<file path="src/utf8d_pkg.sv">
// ----------------------------------------------------------------------------
// utf8d_pkg: shared types and constants of the UTF-8 stream decoder
// Holds the field widths, byte classification constants and the structs
// that pass between the decoder stage and the output sequencer.
// ----------------------------------------------------------------------------
package utf8d_pkg;

	localparam int CP_W   = 21;
	localparam int BYTE_W = 8;
	localparam int BC_W   = 3;
	localparam int OUT_W  = CP_W + BC_W;

	localparam logic [CP_W-1:0] REPL_RESET = 21'd65533;

	// Byte classification
	localparam logic [7:0] CONT_MASK  = 8'hC0;
	localparam logic [7:0] CONT_CODE  = 8'h80;
	localparam logic [7:0] LEAD_MASK  = 8'hF8;
	localparam logic [7:0] PAY2_MASK  = 8'h1F;
	localparam logic [7:0] PAY3_MASK  = 8'h0F;
	localparam logic [7:0] PAY4_MASK  = 8'h07;
	localparam logic [7:0] CONT_PAY   = 8'h3F;

	// Sequence lengths
	localparam logic [2:0] LEN_NONE = 3'd0;
	localparam logic [2:0] LEN_ONE  = 3'd1;
	localparam logic [2:0] LEN_TWO  = 3'd2;
	localparam logic [2:0] LEN_THREE = 3'd3;
	localparam logic [2:0] LEN_FOUR = 3'd4;

	// Open sequence held between bytes
	typedef struct packed {
		logic [2:0]      exp_len;
		logic [1:0]      held;
		logic [CP_W-1:0] partial;
	} seq_t;

	// Results caused by one byte: a run of replacements, then an optional value
	typedef struct packed {
		logic [2:0]      rep_cnt;
		logic            has_val;
		logic [CP_W-1:0] val_cp;
		logic [BC_W-1:0] val_bc;
	} burst_t;

endpackage

</file>
<file path="src/utf8_stream_decoder_core.sv">
// ----------------------------------------------------------------------------
// utf8_stream_decoder_core: lenient UTF-8 byte stream decoder
// Turns a stream of text bytes into code points, with a programmable
// replacement value for bytes that cannot be decoded.
// ----------------------------------------------------------------------------
//
//  Channel  Direction  Beat contents
//  -------  ---------  ---------------------------------------------------
//  s_*      in         tdata[7:0] text byte, tlast end of text
//  m_*      out        tdata[20:0] code point, tdata[23:21] byte count,
//                      tlast final result of the source byte
//  cfg_*    in         cfg_data[20:0] replacement value (always ready)
//
//  A byte passes an input register and the decode logic into the result
//  register, from which its results are offered on m_*. With the output
//  always ready one byte is taken every cycle, unless a byte gives
//  several results; such a byte holds the result register until its last
//  result is taken, which stalls input.
//  Reset clears the open sequence and loads the replacement value 0xFFFD.
//  Output stalls back up through the result register to s_tready.
//
module utf8_stream_decoder_core (
	input  logic                          clk,
	input  logic                          arst_n,
	// input bytes
	input  logic                          s_tvalid,
	output logic                          s_tready,
	input  logic [7:0]                    s_tdata,   // [7:0] text_byte
	input  logic                          s_tlast,   // end_of_text
	// decoded code points
	output logic                          m_tvalid,
	input  logic                          m_tready,
	output logic [utf8d_pkg::OUT_W-1:0]   m_tdata,   // [20:0] code_point, [23:21] byte_count
	output logic                          m_tlast,   // run_last
	// replacement value register
	input  logic                          cfg_valid,
	output logic                          cfg_ready,
	input  logic [utf8d_pkg::CP_W-1:0]    cfg_data
);

	// Input register stage
	logic        valid_s1;
	logic [7:0]  byte_s1;
	logic        eot_s1;

	logic [utf8d_pkg::CP_W-1:0] repl_q;

	utf8d_pkg::burst_t burst;
	logic              load_ok;
	logic              advance;

	// The byte in the input register moves on once the result register can
	// take its results; a new byte may enter in that same cycle.
	assign advance   = valid_s1 && load_ok;
	assign s_tready  = !valid_s1 || advance;
	assign cfg_ready = 1'b1;

	always_ff @(posedge clk or negedge arst_n) begin
		if (!arst_n) begin
			valid_s1 <= 1'b0;
		end else if (s_tready) begin
			valid_s1 <= s_tvalid;
		end
	end

	always_ff @(posedge clk) begin
		if (s_tready && s_tvalid) begin
			byte_s1 <= s_tdata;
			eot_s1  <= s_tlast;
		end
	end

	// The user must rewrite the replacement value only while the block is idle, so
	// the output side may read it live; the block itself does not enforce this.
	always_ff @(posedge clk or negedge arst_n) begin
		if (!arst_n) begin
			repl_q <= utf8d_pkg::REPL_RESET;
		end else if (cfg_valid && cfg_ready) begin
			repl_q <= cfg_data;
		end
	end

	utf8d_decode u_decode (
		.clk     (clk),
		.arst_n  (arst_n),
		.advance (advance),
		.byte_in (byte_s1),
		.eot_in  (eot_s1),
		.burst   (burst)
	);

	utf8d_out u_out (
		.clk      (clk),
		.arst_n   (arst_n),
		.load     (advance),
		.burst    (burst),
		.repl     (repl_q),
		.load_ok  (load_ok),
		.m_tvalid (m_tvalid),
		.m_tready (m_tready),
		.m_tdata  (m_tdata),
		.m_tlast  (m_tlast)
	);

endmodule

</file>
<file path="src/utf8d_decode.sv">
// ----------------------------------------------------------------------------
// utf8d_decode: per-byte decode logic and sequence state
// Works out the results of one byte against the open sequence and keeps
// the sequence state, which advances when the byte moves on.
// ----------------------------------------------------------------------------
module utf8d_decode (
	input  logic                clk,
	input  logic                arst_n,
	input  logic                advance,
	input  logic [7:0]          byte_in,
	input  logic                eot_in,
	output utf8d_pkg::burst_t   burst
);

	utf8d_pkg::seq_t seq_q;
	utf8d_pkg::seq_t seq_next;

	logic                        is_cont;
	logic                        breaking;
	logic [2:0]                  pre_rep;
	logic [2:0]                  held_inc;
	logic [utf8d_pkg::CP_W-1:0]  pv_inc;
	logic [2:0]                  lead_len;
	logic [utf8d_pkg::CP_W-1:0]  lead_val;

	always_comb begin
		is_cont  = (byte_in & utf8d_pkg::CONT_MASK) == utf8d_pkg::CONT_CODE;
		breaking = (seq_q.exp_len != utf8d_pkg::LEN_NONE) && !is_cont;
		pre_rep  = breaking ? (3'd1 + {1'b0, seq_q.held}) : 3'd0;
		held_inc = {1'b0, seq_q.held} + 3'd1;
		pv_inc   = {seq_q.partial[utf8d_pkg::CP_W-7:0], byte_in[5:0]};

		case (byte_in & utf8d_pkg::LEAD_MASK)
			8'hC0, 8'hC8, 8'hD0, 8'hD8: begin
				lead_len = utf8d_pkg::LEN_TWO;
				lead_val = {13'd0, byte_in & utf8d_pkg::PAY2_MASK};
			end
			8'hE0, 8'hE8: begin
				lead_len = utf8d_pkg::LEN_THREE;
				lead_val = {13'd0, byte_in & utf8d_pkg::PAY3_MASK};
			end
			8'hF0: begin
				lead_len = utf8d_pkg::LEN_FOUR;
				lead_val = {13'd0, byte_in & utf8d_pkg::PAY4_MASK};
			end
			default: begin
				lead_len = utf8d_pkg::LEN_NONE;
				lead_val = '0;
			end
		endcase

		burst    = '0;
		seq_next = '0;

		if (seq_q.exp_len != utf8d_pkg::LEN_NONE && is_cont) begin
			if ((held_inc + 3'd1) >= seq_q.exp_len) begin
				burst.has_val = 1'b1;
				burst.val_cp  = pv_inc;
				burst.val_bc  = seq_q.exp_len;
			end else if (eot_in) begin
				burst.rep_cnt = held_inc + 3'd1;
			end else begin
				seq_next.exp_len = seq_q.exp_len;
				seq_next.held    = held_inc[1:0];
				seq_next.partial = pv_inc;
			end
		end else begin
			// No sequence open, or the open one has just been broken and flushed
			if (byte_in[7] == 1'b0) begin
				burst.rep_cnt = pre_rep;
				burst.has_val = 1'b1;
				burst.val_cp  = {13'd0, byte_in};
				burst.val_bc  = utf8d_pkg::LEN_ONE;
			end else if (lead_len != utf8d_pkg::LEN_NONE && !eot_in) begin
				burst.rep_cnt    = pre_rep;
				seq_next.exp_len = lead_len;
				seq_next.partial = lead_val;
			end else begin
				// Stray byte, or a lead cut off by the end of the text
				burst.rep_cnt = pre_rep + 3'd1;
			end
		end
	end

	always_ff @(posedge clk or negedge arst_n) begin
		if (!arst_n) begin
			seq_q <= '0;
		end else if (advance) begin
			seq_q <= seq_next;
		end
	end

endmodule

</file>
<file path="src/utf8d_out.sv">
// ----------------------------------------------------------------------------
// utf8d_out: result register and beat sequencer
// Holds the results of one byte and hands them out one beat at a time,
// replacements first, then the decoded value.
// ----------------------------------------------------------------------------
module utf8d_out (
	input  logic                           clk,
	input  logic                           arst_n,
	input  logic                           load,
	input  utf8d_pkg::burst_t              burst,
	input  logic [utf8d_pkg::CP_W-1:0]     repl,
	output logic                           load_ok,
	output logic                           m_tvalid,
	input  logic                           m_tready,
	output logic [utf8d_pkg::OUT_W-1:0]    m_tdata,
	output logic                           m_tlast
);

	logic                 valid_s2;
	utf8d_pkg::burst_t    burst_s2;
	logic                 take;
	logic                 beat_last;
	logic                 nonempty;

	always_comb begin
		take      = valid_s2 && m_tready;
		beat_last = (burst_s2.rep_cnt == 3'd0) ||
			(burst_s2.rep_cnt == 3'd1 && !burst_s2.has_val);
		load_ok   = !valid_s2 || (take && beat_last);
		nonempty  = (burst.rep_cnt != 3'd0) || burst.has_val;

		m_tvalid = valid_s2;
		m_tlast  = beat_last;
		if (burst_s2.rep_cnt != 3'd0) begin
			m_tdata = {utf8d_pkg::LEN_ONE, repl};
		end else begin
			m_tdata = {burst_s2.val_bc, burst_s2.val_cp};
		end
	end

	always_ff @(posedge clk or negedge arst_n) begin
		if (!arst_n) begin
			valid_s2 <= 1'b0;
			burst_s2 <= '0;
		end else if (load_ok) begin
			valid_s2 <= load && nonempty;
			if (load) begin
				burst_s2 <= burst;
			end
		end else if (take) begin
			burst_s2.rep_cnt <= burst_s2.rep_cnt - 3'd1;
		end
	end

endmodule

</file>
<file path="config.mk">
export PLATFORM = sky130hd
export DESIGN_NAME = utf8_stream_decoder_core
export DESIGN_NICKNAME = d
export VERILOG_FILES = /design/src/utf8d_pkg.sv /design/src/utf8_stream_decoder_core.sv /design/src/utf8d_decode.sv /design/src/utf8d_out.sv
export SDC_FILE = /design/constraint.sdc
export NUM_CORES = 1
export LEC_CHECK = 0
export BUFFER_PORTS_ARGS = -buffer_cell sky130_fd_sc_hd__buf_2
export CORE_MARGIN = 4
export CORE_UTILIZATION = 62
export DETAILED_ROUTE_END_ITERATION = 6
export MAX_ROUTING_LAYER = met4
export PLACE_DENSITY = 0.95
export SLEW_MARGIN = 5
export SYNTH_ARGS = -nofsm -noshare
export SYNTH_HDL_FRONTEND = slang
export SYNTH_HIERARCHICAL = 1
export SYNTH_SLANG_ARGS = --single-unit
</file>
<file path="constraint.sdc">
create_clock -name clk -period 4.77 [get_ports clk]
set_input_delay 0.954 -clock clk [delete_from_list [all_inputs] [get_ports clk]]
set_output_delay 0.954 -clock clk [all_outputs]
set_load 0.02 [all_outputs]
</file>
==> run metrics, run 1 <==
synthesized netlist cell count=347; Yosys cell types=50; Area contributors post-synth=dfrtp_1 (33%), mux2_4 (14%), dfstp_2 (9.3%); P_sw=970.0 µW; Max Transition Viols Final=0; most frequent cells after synthesis=dfrtp_1 (56), mux2_4 (40), mux2_2 (27); Buffers on Ports=61; Hold WC Path Type=flip-flop to flip-flop; post-synth top area share=0.3312; drt via density=6.047; # rows=29; Sink Count=80; DPL Wire Length=5938 µm; Final Hold Fails=0; slowest cell on the critical path=dfrtp_1; syn_nets=391; Top FF cell, synth=dfrtp_1; Worst setup EP type=primary output; vias in the first global route=between 2000 and 3000; R2R setup slack=between 1.5 and 2 ns; crit path cell chain=inv_1 > ha_1 > nor2b_2 > buf_4 > mux2_2 > buf_2; switching share of power=0.3728; standby leakage power=roughly 0.0023 µW; Worst-path clk slew=0.08 ns; Seq cells post-synth=80; peak supply drop=~0.53 mV; setup TNS=0 ns; Die ar.=8211 µm²; drt first pass iters=4; Worst Reg-to-Reg Cells=12; first-pass GRT wire length=14360 µm; Total Power Consumption=2602 µW; P per Cell Area=544.2 nW/µm²; Clk network pwr share=0.229; layout cell share with drive strength beyond 1=0.4265; TritonCTS clock tree=done; syn_area_per_cell=12.19 µm²; global route overflow=0; worst setup path category=flip-flop to primary output; FFs w/ async S/R, synth=0.8875; Residual DRC=0; CTS max path bufs=2; Detailed Route Iter0 Violations=257; hold buffers post-CTS=0; hold path cells=1; total number of vias=2933; post-synthesis sequential area ratio=0.4882; htree depth=3; fin crit period=~3.2 ns; Worst Max-Slew Pin Slew=0.8897 ns; # IOs=63; crit path launch=u_out/burst_s2[25]; Tot GR Track Use=0.2256; hold endpoint=u_out/burst_s2[1]; Clock Tree Root=clkbuf_8; final net count=447; Antenna Cells=0; worst reg2reg startpoint=u_decode/seq_q[21]; largest net degree at the start of global routing=42; DRT antenna net count=0; CTS Buf Count=9; Tcrit/Tclk final=0.6652; f_max=315.2 MHz; Sequential Power Share=0.368; Area Growth Syn to Fin=13.01%; final setup vio count=0; Worst-Skew Late Latency=0.36 ns; CTS resizes=0; Yosys warnings=6; Req. time, crit path=approximately 3.8 ns; Worst Path Arrival=2.22 ns; startpoint types=flip-flop; unrepaired setup endpoints after global routing=no; Fillers=398; slew margin rel.=0.4068; Post-synth EDFFs=9; post-detailed-routing wire length=8734 µm; Comb power frac=0.403; Multi-input gate area=1956 µm²; Reg area=2066 µm²; Die Ht=90.62 µm; R2R Path End=u_out/burst_s2[25]; final clock skew=0.01094 ns; initial antenna violation count=0; starting density of the core=0.6515; dominant cell type by area after synthesis=dfrtp_1; Int Power=1632 µW; CP max stage delay=0.41 ns; Wirelength per Cell=between 15 and 20 µm; status=complete, no violations; Die Wd=90.62 µm; Mapped Area=between 4000 and 5000 µm²; core area=6495 µm²; HP Start=u_out/burst_s2[1]; Max-Cap Viols=0; post-CTS setup buffer count=0; CP Max Fanout=24; GP Congestion=~0.82; most frequent cell after synthesis=dfrtp_1
==> stage by stage <==
step	cells	setup slack [ns]	hold WS (ns)	area (µm²)	utilization
after floorplan	347	2.070	0.4699	4232	-
after global placement	469	1.880	0.4867	4536	0.6983
after detailed placement	469	1.804	0.4920	4536	0.6983
after CTS	485	1.589	0.5120	4782	0.7363
after global routing	485	1.485	0.5295	4782	0.7363
final	485	1.597	0.5091	4782	0.7363
==> flip-flops by register name (all words and copies together), names as in the netlist <==
name and cells:
u_out/m_tvalid 1, eot_s1 1, u_out/burst_s2 28, valid_s1 1, u_decode/seq_q 5, byte_s1 8, u_decode/pv_inc 15, repl_q 21
==> kinds of logic after synthesis <==
kind of cell	Yosys count	synth area share
muxes	73	0.2280
DFF	80	0.4882
xor gates and xnor gates	2	0.004140
AOI/OAI and AO/OA	45	0.07984
buffers and inverters	42	0.05027
other	1	0.0008862
adders and majority gates	9	0.02661
and+or+nand+nor	95	0.1221
==> power by group through the flow <==
stage / registers, µW / logic, µW / clock network, µW
floorplan: 920 / 840 / 0
global placement: 956 / 993 / 0
detailed placement: 965 / 1040 / 0
CTS: 955 / 1050 / 605
global route: 974 / 1130 / 632
finish: 958 / 1050 / 595
==> worst max-delay path by stage <==
stage	end	slack (ns)	depth (start not counted)
after floorplan	s_tready	2.07	4
after global placement	u_out/burst_s2[23]	1.88	7
after detailed placement	u_out/burst_s2[10]	1.80	7
after CTS	m_tdata[8]	1.59	6
after global routing	m_tdata[8]	1.49	6
final	m_tdata[8]	1.60	6
==> placed cells by master, fill, tap and decap left out, types with 3 or more instances in the layout <==
master and count:
a21o_1 5, a21oi_1 4, a31oi_1 6, and2_1 13, buf_2 61, buf_4 4
clkbuf_8 10, dfrtp_1 56, dfstp_2 15, edfxtp_1 9, ha_1 9, inv_1 22
mux2_2 27, mux2_4 40, mux2i_1 6, nand2_1 26, nand2b_1 7, nand3_1 8
nand4_1 3, nor2_1 7, nor2b_1 5, nor3_1 16, o21ai_0 3, o22ai_1 11
==> area by class of cell <==
cell class                 count  share of cell area
timing repair buffer          65             0.07012
clock inverter                 5             0.01753
clock buffer                  11             0.03401
multi-input combinational    225              0.4089
inverter                      22             0.01727
sequential                    80              0.4320
tap                           77             0.02015
==> worst max-delay path: cells and delay by family (launching register included) <==
family / cells / cell delay (ns)
buf+inv: 3 / 0.60
flops: 1 / 0.41
mux: 1 / 0.40
fa+ha+maj: 1 / 0.27
simple gates: 1 / 0.17
==> layer usage <==
| metal | track usage | vias to the layer above | wire length, µm |
|---|---|---|---|
| li1 | - | 1339 | - |
| met1 | 0.2801 | 1439 | 3570 |
| met2 | 0.3644 | 136 | 4445 |
| met3 | 0.06083 | 19 | 598 |
| met4 | 0.06505 | 0 | 121 |
| met5 | - | - | 0 |
Note: power is estimated with default switching activity, not from simulation.
==> run 2, diff against run 1 <==
Settings changed: CORE_UTILIZATION 62 to 57, PLACE_DENSITY 0.95 to 0.9.
Clock period 4.77 ns to 3.1 ns, I/O delays scaled along.
==> run 2 against run 1 <==
Against the previous run: via count fell by 2.8%; sequential cell count is the same; register-to-register slack got worse by 1.5 ns; combinational power grew 55%; first-iteration DRC count is 35% lower; total power rose by 50%; utilization is 7.6 points lower; sequential share of layout area barely moved; sequential power is 54% higher; largest cell class unchanged; largest power group unchanged.
==> run metrics, run 2 (synthesis gave the netlist of run 1 again) <==
status=complete, no violations; slew margin rel.=0.5463 (+0.1394); crit path launch=u_out/burst_s2[25]; Residual DRC=0 (unchanged); Buffers on Ports=61 (unchanged); R2R setup slack=0.36 ns (-1.46 ns); Worst-Skew Late Latency=0.35 ns (about the same); Die ar.=8866 µm² (+8.0%); TritonCTS clock tree=done; Max Transition Viols Final=0 (unchanged); # IOs=63 (unchanged); slowest cell on the critical path=dfrtp_1; core area=7253 µm² (+12%); Final Hold Fails=0 (unchanged); P per Cell Area=816.5 nW/µm² (+50%); unrepaired setup endpoints after global routing=no; Tot GR Track Use=0.2150 (-0.01054); CTS max path bufs=2 (unchanged); Sink Count=80 (unchanged); most frequent cells in the layout=buf_2 (61), dfrtp_1 (56), mux2_4 (40); # rows=31 (+6.9%); Reg with most FFs=u_out/burst_s2; post-detailed-routing wire length=8733 µm (about the same); most common cell after layout, fill and taps aside=buf_2; htree depth=3 (unchanged); Die Wd=94.16 µm (+3.9%); Area Growth Syn to Fin=13.10% (about the same); post-CTS setup buffer count=0 (unchanged); CTS resizes=0 (unchanged); worst setup path endpoint=m_tdata[14]; final setup vio count=0 (unchanged); Hold WC Path Type=input port to asynchronous set/reset pin; worst setup path category=flip-flop to primary output; Largest register FFs=28 (unchanged); peak supply drop=0.5900 mV (+12%); standby leakage power=0.002260 µW (-0.42%); R2R Path End=u_out/burst_s2[26]; Max-Cap Viols=0 (unchanged); vias in the first global route=2948 (+2.1%); setup TNS=0 ns (unchanged); final clock skew=0.009336 ns (-0.001600 ns); global route overflow=0 (unchanged); Worst Path Arrival=2.25 ns (+0.03 ns); Worst setup EP type=primary output; DPL Wire Length=6074 µm (+2.3%); initial antenna violation count=0 (unchanged); starting density of the core=0.5834 (-0.06811); first-pass GRT wire length=14280 µm (-0.52%); hold buffers post-CTS=0 (unchanged); drt first pass iters=4 (unchanged); Fillers=531 (+33%); CTS Buf Count=9 (unchanged); Antenna Cells=0 (unchanged); GP Congestion=0.9299 (+13%); startpoint types=flip-flop; Worst-path clk slew=0.08 ns (about the same); CP Max Fanout=24 (unchanged); layout cell share with drive strength beyond 1=0.4279 (+0.001402); Die Ht=94.16 µm (+3.9%); fin crit period=2.869 ns; Worst Max-Slew Pin Slew=0.6806 ns (-0.2091 ns); CP max stage delay=0.41 ns (about the same); worst reg2reg startpoint=u_decode/seq_q[21]; Tcrit/Tclk final=0.9254; Clock Tree Root=clkbuf_8; Core Util, Final=0.6598 (-0.07645); total number of vias=2852 (-2.8%); DRT antenna net count=0 (unchanged); Detailed Route Iter0 Violations=167 (-35%); drt via density=5.614 (-7.2%); Req. time, crit path=2.48 ns (-1.34 ns); Worst Reg-to-Reg Cells=11 (-1); f_max=348.6 MHz; crit path cell chain=inv_1 > ha_1 > nor2b_2 > buf_4 > mux2_2 > buf_2; Wirelength per Cell=17.19 µm (-4.5%); final net count=448 (+0.22%); largest net degree at the start of global routing=31 (-26%)
## run 2: cell count changes in the layout (fill, tap and decap cells not counted), sizes merged
cell / change
clkinv: +4
inv: -2
buf: +1
bufinv: -1
clkbuf: -1
## run 2: stage by stage
stage / worst slack, ns / hold WS [ns] / std cells / cell area (µm²) / power (µW)
2_1_floorplan: 0.5951 / 0.3244 / 347 / 4232 / 2708
4_1_cts: 0.2309 / 0.2596 / 508 / 4786 / 3917
6_report: 0.2314 / 0.2706 / 508 / 4786 / 3908
3_5_place_dp: 0.3857 / 0.4902 / 492 / 4571 / 3098
5_1_grt: 0.06015 / 0.2941 / 508 / 4786 / 4118
3_3_place_gp: 0.4723 / 0.4834 / 492 / 4571 / 3028
## run 2: routing by layer
| layer | routed length [µm] | GRT usage | up-vias | share of wire |
|---|---|---|---|---|
| met1 | 3714 | 0.2640 | 1417 | 0.43 |
| li1 | - | - | 1339 | - |
| met3 | 364 | 0.02965 | 15 | 0.042 |
| met4 | 182 | 0.08785 | 0 | 0.021 |
| met5 | 0 | - | - | 0 |
| met2 | 4472 | 0.3593 | 81 | 0.51 |
## run 2: how the worst min path moves through the flow
stage | from | endpoint | slack [ns] | cells after the start
floorplan | arst_n | repl_q[16] | 0.32 | 0
global placement | u_out/burst_s2[1] | u_out/burst_s2[1] | 0.48 | 1
detailed placement | u_out/burst_s2[3] | u_out/burst_s2[3] | 0.49 | 1
CTS | arst_n | u_out/burst_s2[8] | 0.26 | 1
global route | arst_n | u_out/burst_s2[4] | 0.29 | 1
finish | arst_n | u_out/burst_s2[6] | 0.27 | 1
## run 2: critical path: cells and delay by family, from the launching register on
family,cells,cell delay [ns]
DFF,1,0.41
buffers and inverters,3,0.60
muxes,1,0.39
and+or+nand+nor,1,0.18
adders and majority gates,1,0.30
## run 2: area by class of cell
| class | instances | area, µm² | area share |
|---|---|---|---|
| clock inverter | 6 | 66.31 | 0.01386 |
| inverter | 22 | 82.58 | 0.01725 |
| tap | 99 | 123.9 | 0.02588 |
| sequential | 80 | 2066 | 0.4316 |
| timing repair buffer | 66 | 342.8 | 0.07163 |
| clock buffer | 10 | 148.9 | 0.03111 |
| multi-input combinational | 225 | 1956 | 0.4086 |
## run 2: power breakdown
group	total (µW)	switching, µW	internal, µW
registers	1480	185	1290
logic	1630	934	692
clock network	803	381	422
==> run 3, diff against run 2 <==
Settings changed: ABC_AREA from default to 1.
==> run 3 against run 2 <==
Against the previous run: sequential share of layout area up 1.0 points; die area fell by 1.5%; largest power group unchanged; synthesized cell count increased by 40%; register-to-register slack better by 0.08 ns; highest routed layer unchanged; sequential power fell by 9%; critical path depth is 9 higher; hold slack is essentially flat; non-clock buffer count decreased by 2; maximum frequency grew 7.7%; via count rose by 16%; clock-buffer cell count down 1.
==> run metrics, run 3 <==
layout cell share with drive strength beyond 1=0.2541 (-0.1737); global route overflow=0 (unchanged); starting density of the core=0.5993 (+0.01587); post-detailed-routing wire length=8711 µm (-0.25%); CTS resizes=0 (unchanged); Placement Setup Slack=0.5117 ns (+0.1260 ns); drt via density=5.199 (-7.4%); post-CTS setup buffer count=0 (unchanged); vias in the first global route=3279 (+11%); standby leakage power=0.002442 µW (+8.0%); final net count=582 (+30%); Worst Max-Slew Pin Slew=0.7483 ns (+0.06766 ns); Hold WC Path Type=input port to asynchronous set/reset pin; Fillers=541 (+1.9%); Comb power frac=0.407 (-0.009); Worst setup EP type=flip-flop; GP Congestion=0.9129 (-1.8%); Top FF cell, synth=dfrtp_1; post-synthesis sequential area ratio=0.4964 (+0.008219); Tot GR Track Use=0.2225 (+0.007449); Antenna Cells=0 (unchanged); largest net degree at the start of global routing=72 (+130%); Worst-Skew Late Latency=0.36 ns (about the same); Max-Cap Viols=0 (unchanged); Tcrit/Tclk final=0.8594 (-0.06597); most frequent cells after synthesis=nand2_1 (125), inv_1 (67), dfrtp_1 (56); Clk network pwr share=0.220 (+0.014); Sequential Power Share=0.373 (-0.005); dominant cell type by area after synthesis=dfrtp_1; P per Cell Area=769.6 nW/µm² (-5.7%); peak supply drop=0.3461 mV (-41%); Largest register FFs=28 (unchanged); DRT antenna net count=0 (unchanged); slew margin rel.=0.5012 (-0.04511); Wirelength per Cell=13.63 µm (-21%); FFs w/ async S/R, synth=0.8875 (unchanged); Area contributors post-synth=dfrtp_1 (34%), nand2_1 (11%), dfstp_2 (9.5%); most common cell after layout, fill and taps aside=nand2_1; most frequent cell after synthesis=nand2_1; Die ar.=8732 µm² (-1.5%); DPL Wire Length=6319 µm (+4.0%); total number of vias=3322 (+16%); Yosys warnings=6 (unchanged); CP Max Fanout=7 (-71%); f_max=375.4 MHz (+7.7%); # IOs=63 (unchanged); synthesized netlist cell count=486 (+40%); drt first pass iters=5 (+1); Mapped Area=4161 µm² (-1.7%); Req. time, crit path=3.40 ns (+0.92 ns); Die Wd=93.45 µm (-0.76%); Int Power=2091 µW (-13%); TritonCTS clock tree=done; Post-synth EDFFs=9 (unchanged); Final Hold Fails=0 (unchanged); final setup vio count=0 (unchanged); hold buffers post-CTS=0 (unchanged); Die Ht=93.45 µm (-0.76%); P_sw=1506 µW (+0.40%); switching share of power=0.4187 (+0.03483); Sink Count=80 (unchanged); Yosys cell types=31 (-38%); # rows=30 (-3.2%); R2R setup slack=0.44 ns (+0.08 ns); Seq cells post-synth=80 (unchanged); most frequent cells in the layout=nand2_1 (125), inv_1 (67), buf_2 (61); post-synth top area share=0.3367 (+0.005576); Residual DRC=0 (unchanged); status=complete, no violations; startpoint types=flip-flop; Buffers on Ports=61 (unchanged); final clock skew=0.01062 ns (+0.001282 ns); worst setup path category=flip-flop to flip-flop; Reg with most FFs=u_out/burst_s2; Area Growth Syn to Fin=12.30%; Worst-path clk slew=0.09 ns (about the same); initial antenna violation count=0 (unchanged); syn_area_per_cell=8.563 µm² (-30%); Detailed Route Iter0 Violations=292 (+75%); htree depth=3 (unchanged); Clock Tree Root=clkbuf_8; unrepaired setup endpoints after global routing=no; Worst Path Arrival=2.97 ns (+0.72 ns); Max Transition Viols Final=0 (unchanged); fin worst setup slack=0.4359 ns (+0.2045 ns); fin crit period=2.664 ns (-0.2045 ns); CTS max path bufs=2 (unchanged); CTS Buf Count=9 (unchanged); setup TNS=0 ns (unchanged); syn_nets=530 (+36%); core area=6944 µm² (-4.3%); first-pass GRT wire length=15070 µm (+5.5%)
run 3: changes by cell type after synthesis, moves of 7 or more:
cell / before / now
and2_1: 13 / 0
inv_1: 22 / 67
mux2_4: 40 / 0
nand2_1: 26 / 125
nand2_2: 0 / 7
nand2b_1: 7 / 0
nand3_1: 8 / 46
nand4_1: 3 / 13
nor2_1: 7 / 31
nor3_1: 16 / 1
o21ai_0: 3 / 38
o22ai_1: 11 / 0
run 3: final timing paths:
check                                         from                  to  cells past startpoint
worst min register to register   u_out/burst_s2[0]   u_out/burst_s2[0]                      2
worst max-delay path            u_decode/seq_q[21]  u_out/burst_s2[26]                     15
max in group asynchronous                   arst_n           repl_q[2]                      2
min in group clk                        s_tdata[3]          byte_s1[3]                      1
worst max register to register  u_decode/seq_q[21]  u_out/burst_s2[26]                     15
worst min-delay path                        arst_n          repl_q[16]                      2
run 3: critical path, cell delays in order, from the launching register on:
cell and delay, ns:
dfrtp_1 0.45, inv_1 0.12, ha_1 0.33, xor2_1 0.23
ha_1 0.29, nand3_1 0.11, nand3_2 0.18, nor3_1 0.32
nand2_1 0.11, nand2_1 0.11, nand2_1 0.06, inv_1 0.07
nand2_1 0.05, nand2_1 0.07, nand2_1 0.06, nand2_1 0.06
run 3: layout make-up:
cell class | instances | area (µm²) | share of cell area
sequential | 80 | 2066 | 0.4420
clock inverter | 7 | 77.57 | 0.01660
inverter | 70 | 265.3 | 0.05676
clock buffer | 9 | 123.9 | 0.02651
multi-input combinational | 313 | 1680 | 0.3596
timing repair buffer | 64 | 340.3 | 0.07282
tap | 96 | 120.1 | 0.02570
run 3: through the flow:
step	utilization	hold slack (ns)	power, µW	cell area, µm²	std cells
5_1_grt	0.6730	0.2821	3838	4673	639
3_3_place_gp	0.6440	0.4558	2760	4472	623
6_report	0.6730	0.2703	3597	4673	639
4_1_cts	0.6730	0.2774	3618	4673	639
2_1_floorplan	-	0.3244	2504	4161	486
3_5_place_dp	0.6440	0.4574	2817	4472	623
run 3: cell families (layout without fill, tap and decap cells):
logic type	Yosys count	count (layout)	synth area share
simple gates	236	236	0.2601
buf+inv	93	150	0.09982
flops	80	80	0.4964
compound gates	43	43	0.05261
mux	21	21	0.05683
fa+ha+maj	9	9	0.02706
xor+xnor	3	3	0.006315
other cells	1	1	0.0009011
run 3: metal layers:
layer | GRT usage | share of wire | wire length, µm
met1 | 0.2858 | 0.44 | 3799
met4 | 0.09035 | 0.022 | 194
met3 | 0.03942 | 0.068 | 593
met5 | - | 0 | 0
met2 | 0.3508 | 0.47 | 4125
run 3: power by group through the flow:
stage	Sequential, µW	Clock [µW]	Combinational, µW
global placement	1350	0	1410
floorplan	1320	0	1180
detailed placement	1360	0	1450
CTS	1340	812	1460
global route	1360	866	1610
finish	1340	791	1460
